==> src/rtl/core/pgcb_pkg.sv <==
package pgcb_pkg;

  localparam int unsigned PosW     = 32;
  localparam int unsigned InvW     = 32;
  localparam int unsigned IdW      = 20;
  localparam int unsigned CntW     = 11;
  localparam int unsigned CellW    = 10;
  localparam int unsigned BucketW  = 30;
  localparam int unsigned CfgIdxW  = 3;
  localparam int unsigned CfgDataW = 32;
  localparam int unsigned ProdW    = 64;
  localparam int unsigned RowW     = 2 * CntW + 1;

  localparam int unsigned MaxCellsPerAxisDef = 1024;

  localparam logic [CfgIdxW-1:0] RegGridMinX  = 3'd0;
  localparam logic [CfgIdxW-1:0] RegGridMinY  = 3'd1;
  localparam logic [CfgIdxW-1:0] RegGridMinZ  = 3'd2;
  localparam logic [CfgIdxW-1:0] RegInvCell   = 3'd3;
  localparam logic [CfgIdxW-1:0] RegCellsX    = 3'd4;
  localparam logic [CfgIdxW-1:0] RegCellsY    = 3'd5;
  localparam logic [CfgIdxW-1:0] RegCellsZ    = 3'd6;

  localparam logic [InvW-1:0] InvCellReset = 32'd65536;
  localparam logic [CntW-1:0] CellsReset   = 11'd1;

  typedef struct packed {
    logic s1;
    logic s2;
    logic s3;
  } adv_t;

endpackage

==> src/rtl/core/pgcb_axis.sv <==
module pgcb_axis (
  input  logic                              clk_i,
  input  pgcb_pkg::adv_t                    adv_i,
  input  logic signed [pgcb_pkg::PosW-1:0]  pos_i,
  input  logic signed [pgcb_pkg::PosW-1:0]  lo_i,
  input  logic [pgcb_pkg::InvW-1:0]         inv_i,
  input  logic [pgcb_pkg::CntW-1:0]         count_i,
  output logic [pgcb_pkg::CntW-1:0]         cell_o,
  output logic                              ok_o
);

  logic [pgcb_pkg::PosW:0]        pos_ext;
  logic [pgcb_pkg::PosW:0]        lo_ext;
  logic                           below;
  logic [pgcb_pkg::PosW:0]        mag_d;
  logic [pgcb_pkg::PosW:0]        mag_q;
  logic                           neg1_q;
  logic [pgcb_pkg::ProdW-1:0]     prod_d;
  logic [pgcb_pkg::ProdW-1:0]     prod_q;
  logic                           neg2_q;
  logic [pgcb_pkg::ProdW-33:0]    whole;
  logic                           ok_d;
  logic [pgcb_pkg::CntW-1:0]      cell_d;
  logic [pgcb_pkg::CntW-1:0]      cell_q;
  logic                           ok_q;

  // The magnitude of the offset from the grid corner is formed at 33 bits.
  always_comb begin
    pos_ext = {pos_i[pgcb_pkg::PosW-1], pos_i};
    lo_ext  = {lo_i[pgcb_pkg::PosW-1], lo_i};
    below   = pos_i < lo_i;
    mag_d   = below ? (lo_ext - pos_ext) : (pos_ext - lo_ext);
  end

  assign prod_d = pgcb_pkg::ProdW'(mag_q) * pgcb_pkg::ProdW'(inv_i);

  // A position below the corner lands in cell zero only when the product vanishes.
  always_comb begin
    whole = prod_q[pgcb_pkg::ProdW-1:32];
    if (neg2_q) begin
      ok_d   = (prod_q == '0) && (count_i != '0);
      cell_d = '0;
    end else begin
      ok_d   = (whole < (pgcb_pkg::ProdW-32)'(count_i));
      cell_d = whole[pgcb_pkg::CntW-1:0];
    end
  end

  always_ff @(posedge clk_i) begin
    if (adv_i.s1) begin
      mag_q  <= mag_d;
      neg1_q <= below;
    end
    if (adv_i.s2) begin
      prod_q <= prod_d;
      neg2_q <= neg1_q;
    end
    if (adv_i.s3) begin
      cell_q <= cell_d;
      ok_q   <= ok_d;
    end
  end

  assign cell_o = cell_q;
  assign ok_o   = ok_q;

endmodule

==> config.mk <==
export PLATFORM = sky130hd
export DESIGN_NAME = pgcb_axis
export DESIGN_NICKNAME = d
export VERILOG_FILES = /design/src/rtl/core/pgcb_pkg.sv /design/src/rtl/core/pgcb_axis.sv
export SDC_FILE = /design/constraint.sdc
export NUM_CORES = 2
export LEC_CHECK = 0
export ABC_AREA = 0
export BUFFER_PORTS_ARGS = -buffer_cell sky130_fd_sc_hd__buf_4
export CAP_MARGIN = 20
export CORE_ASPECT_RATIO = 0.75
export CORE_UTILIZATION = 30
export CTS_BUF_LIST = sky130_fd_sc_hd__clkbuf_8
export DETAILED_ROUTE_END_ITERATION = 10
export SYNTH_ARGS = -nofsm -noshare
export SYNTH_HDL_FRONTEND = slang
export SYNTH_SLANG_ARGS = --single-unit
==> constraint.sdc <==
create_clock -name clk_i -period 12.3 [get_ports clk_i]
set_input_delay 2.46 -clock clk_i [delete_from_list [all_inputs] [get_ports clk_i]]
set_output_delay 2.46 -clock clk_i [all_outputs]
set_load 0.1 [all_outputs]
Word level (Yosys, flattened, before mapping)
Cells that the tools add are included.
Widths: inputs -> output; s select.
{ "totals": {"ramBits": 0, "memories": 0, "reg_bits": 111, "inputBits": 111, "romBits": 0, "latch_bits": 0} }
{ "classes": {"n_eq_ne": 0, "div": 0, "mul": 1, "reduce_logical": 3, "shift": 0, "magnitude_cmp": 2, "muxes": 2, "bitwise_logic": 0, "addsub": 2} }
{ "op_table": {"columns": ["operator", "n"], "rows": [
  ["$sub 32x32->33", 2],
  ["$logic_not 64->1", 1],
  ["$mul 33x32->64", 1],
  ["$mux 33", 1],
  ["$lt 32x11->1", 1],
  ["$lt 32x32->1", 1],
  ["$reduce_bool 11->1", 1],
  ["$logic_and 1x1->1", 1],
  ["$mux 1", 1]
]} }

Logic depth before layout (Yosys ltp)
{ "logic_depth": {"word_depth": 3, "ltp_mapped": 29, "ltp_nobuf": 27} }

Worst setup path after synthesis
Ideal clock, no wire load.
{ "synth_path": {"kind": "input to register", "startpoint": "input port inv_i[5] (netlist bit)", "endpoint": "register prod_q[57] (netlist bit) (data pin)", "setup_ns": 0.259, "arrival_time_ns": 9.019, "required_ns": 12.041, "stages": 26, "setup_slack_ns": 3.022, "cell_sequence": "clkbuf_1 -> and2_1 -> fa_1 -> fa_1 -> fa_1 -> inv_1 -> fa_1 -> inv_1 -> fa_1 -> inv_1 -> fa_1 -> inv_1 -> fa_1 -> inv_1 -> fa_1 -> inv_1 -> ha_1 -> a21o_1 -> a2111oi_4 -> nand2_1 -> o311ai_4 -> nor4_1 -> nor3_2 -> o21ai_1 -> a31oi_1 -> xnor2_1"} }
{ "synth_via": {"elab_chain_len": 1} }
{ "synth_rtl": {"columns": ["item", "line", "rtl"], "rows": [
  ["start: declaration", "pgcb_axis.sv:6", "input logic [pgcb_pkg::InvW-1:0] inv_i,"],
  ["$mul 33x32->64", "pgcb_axis.sv:35", "assign prod_d = pgcb_pkg::ProdW'(mag_q) * pgcb_pkg::ProdW'(inv_i);"],
  ["via prod_d (one bit)", "pgcb_axis.sv:18", "logic [pgcb_pkg::ProdW-1:0] prod_d;"],
  ["end signal: assignment", "pgcb_axis.sv:55", "prod_q <= prod_d;"],
  ["end: declaration", "pgcb_axis.sv:19", "logic [pgcb_pkg::ProdW-1:0] prod_q;"]
]} }
The timed path passes the listed nets, and every way through them passes these cells.
A chain may end at the register's enable or synchronous reset.

Worst setup path after layout
{ "layout_path": {"startpoint": "input port inv_i[2] (netlist bit)", "endpoint": "register prod_q[61] (netlist bit) (data pin)"} }
The elaborated chain is that of the path after synthesis.

==> results.tsv <==
metric	value	unit
core_area	137000	um2
final-setup-viol-count	0	
finalCritPeriodShare	80.0	%
hold_path.class	reg -> reg	
worstPathArrival	10090	ps
status	finished, final reports clean	
cp.required	12560	ps
cp-end-kind	flop	
die_width	432	um
cts_max_path_buffers	2	
routabilityCongestion	0.912	
grt.busiest_layer	met2	
ys_warn_count	0	
drv_slew	0	
criticalPathCategory	in -> reg	
ant_nets	0	
mostFrequentLayoutCells	1025 x inv_1, 927 x fa_1, 624 x nand2_1	
cts_tree	done	
wl_per_cell	18.6	um
start_kind	input port	
reg2reg_depth	26	
die_y	324	um
hold-path-endpoint	cell_o[4]	
hold_violations	0	
tns	0	ps
drt-initial-drc-count	2205	
synthCells	4537	
slew_headroom	29.1	%
grt_pass1_vias	31700	
ys_ff_latch	111	
start_util	30.4	%
drive_above_1_share	4.61	%
cts_max_level	3	
cts-buffers-inserted	9	
via_per_inst	4.79	
grt_max_degree	66	
syn_nets	5907	
r2r-start	mag_q[11]	
finalCriticalPeriod	9830	ps
ctsResizeCount	0	
worstHoldPathCells	1	
wl	118	mm
synthArstFlopShare	0	%
layout_commonest_cell	inv_1	
synth_edf_count	111	
post_cts_buffers	0	
antenna_found_initial	8	
ioPinCount	123	
cpMostUsedCell	fa_1	
tightestPinTransition	1060	ps
cts.sinks	111	
hp-start	prod_q[36]	
place_hpwl	92.6	mm
grt_use_met1	25.5	%
grt_use_met2	26.9	%
critPathMaxStageDelay	560	ps
io_buffer_count	122	
synthFlopType	edfxtp_1	
grt_pass1_wl	187	mm
cpMaxStageDelayCell	fa_1	
rows	117	
avgSynthCellArea	9.16	um2
worst_skew_pair.late_latency	520	ps
drc	0	
syn_to_final_growth	6.60	%
rsz0062_at_grt	false	
clock_skew	26.1	ps
vias	30200	
crit_fanout	33	
die-area	140000	um2
synth-seq-area-share	8.02	%
drv_cap	0	
final_nets	5831	
firstDrtPassIters	5	
r2r_slack	3240	ps
cts_hold_buf	0	
max_freq	0.102	GHz
synth_area	41500	um2
yosysUniqueCellTypes	84	
grt_overflow_total	0	
cts-root-buf	clkbuf_8	
r2r_end	prod_q[61]	
grt_use_total	17.2	%
cts.clk_slew.worst_paths	130	ps
gr-usage-met3	2.67	%
-- worst max-delay path: cells and delay by family --
kind | cells | cell delay (ps)
xor gates and xnor gates | 1 | 100
and+or+nand+nor | 4 | 1010
adders and majority gates | 9 | 4380
buffers and inverters | 7 | 540
AOI/OAI and AO/OA | 5 | 1570
-- synth_stat cells, types with 57 or more instances --
library cell | count | area [um2]
inv_1 | 1025 | 3850
fa_1 | 927 | 18600
nand2_1 | 624 | 2340
and2_1 | 499 | 3120
ha_1 | 332 | 4150
clkbuf_1 | 216 | 811
a21oi_1 | 125 | 626
edfxtp_1 | 111 | 3330
a21o_1 | 82 | 616
nor2_1 | 62 | 233
xnor2_1 | 62 | 543
o21ai_0 | 57 | 285
-- metrics by stage --
step / setup WS, ps / utilization (%) / hold slack [ps] / instance area [um2] / instances
6_report: 2470 / 32.4 / 671 / 44300 / 6317
5_1_grt: 2190 / 32.4 / 697 / 44300 / 6311
4_1_cts: 2600 / 32.4 / 666 / 44300 / 6310
3_5_place_dp: 2050 / 32.3 / 651 / 44100 / 6294
3_3_place_gp: 2120 / 32.3 / 649 / 44100 / 6294
2_1_floorplan: 3020 / - / 400 / 41500 / 4537
-- how the worst max path moves through the flow --
stage,start,end,cells after the start
global placement,inv_i[2],prod_q[57],26
floorplan,inv_i[5],prod_q[57],26
global route,inv_i[3],prod_q[61],26
detailed placement,inv_i[2],prod_q[61],26
CTS,inv_i[2],prod_q[61],26
finish,inv_i[2],prod_q[61],26
-- layer usage --
metal / vias up / wire (um)
li1: 13400 / -
met1: 15700 / 55200
met2: 992 / 52900
met3: 84 / 7990
met4: 4 / 1540
met5: - / 27
-- cells by family (layout without fill, tap and decap cells) --
group | Yosys count | in the layout | share of synthesized area, %
AOI/OAI and AO/OA | 407 | 407 | 6.68
buffers and inverters | 1271 | 1200 | 11.6
xor gates and xnor gates | 91 | 91 | 1.92
adders and majority gates | 1259 | 1259 | 54.7
DFF | 111 | 111 | 8.02
muxes | 20 | 20 | 0.482
other | 0 | 7 | 0
and+or+nand+nor | 1378 | 1378 | 16.6
-- registers in the layout (all words and copies together), names as in the netlist --
name    count
ok_o        1
mag_q      33
cell_o     11
neg2_q      1
prod_q     64
neg1_q      1
-- area by class of cell --
class                      count  area, um2
timing repair buffer         157       1180
clock buffer                   9        124
tap                         1844       2310
antenna                        7       17.5
clock inverter                 7       82.6
sequential                   111       3330
inverter                    1027       3850
fill                       14200      92300
multi-input combinational   3155      33400
Power is left out: the tool's default activity adds up to more than one toggle a clock period on the data nets, which glitch-free logic cannot reach.
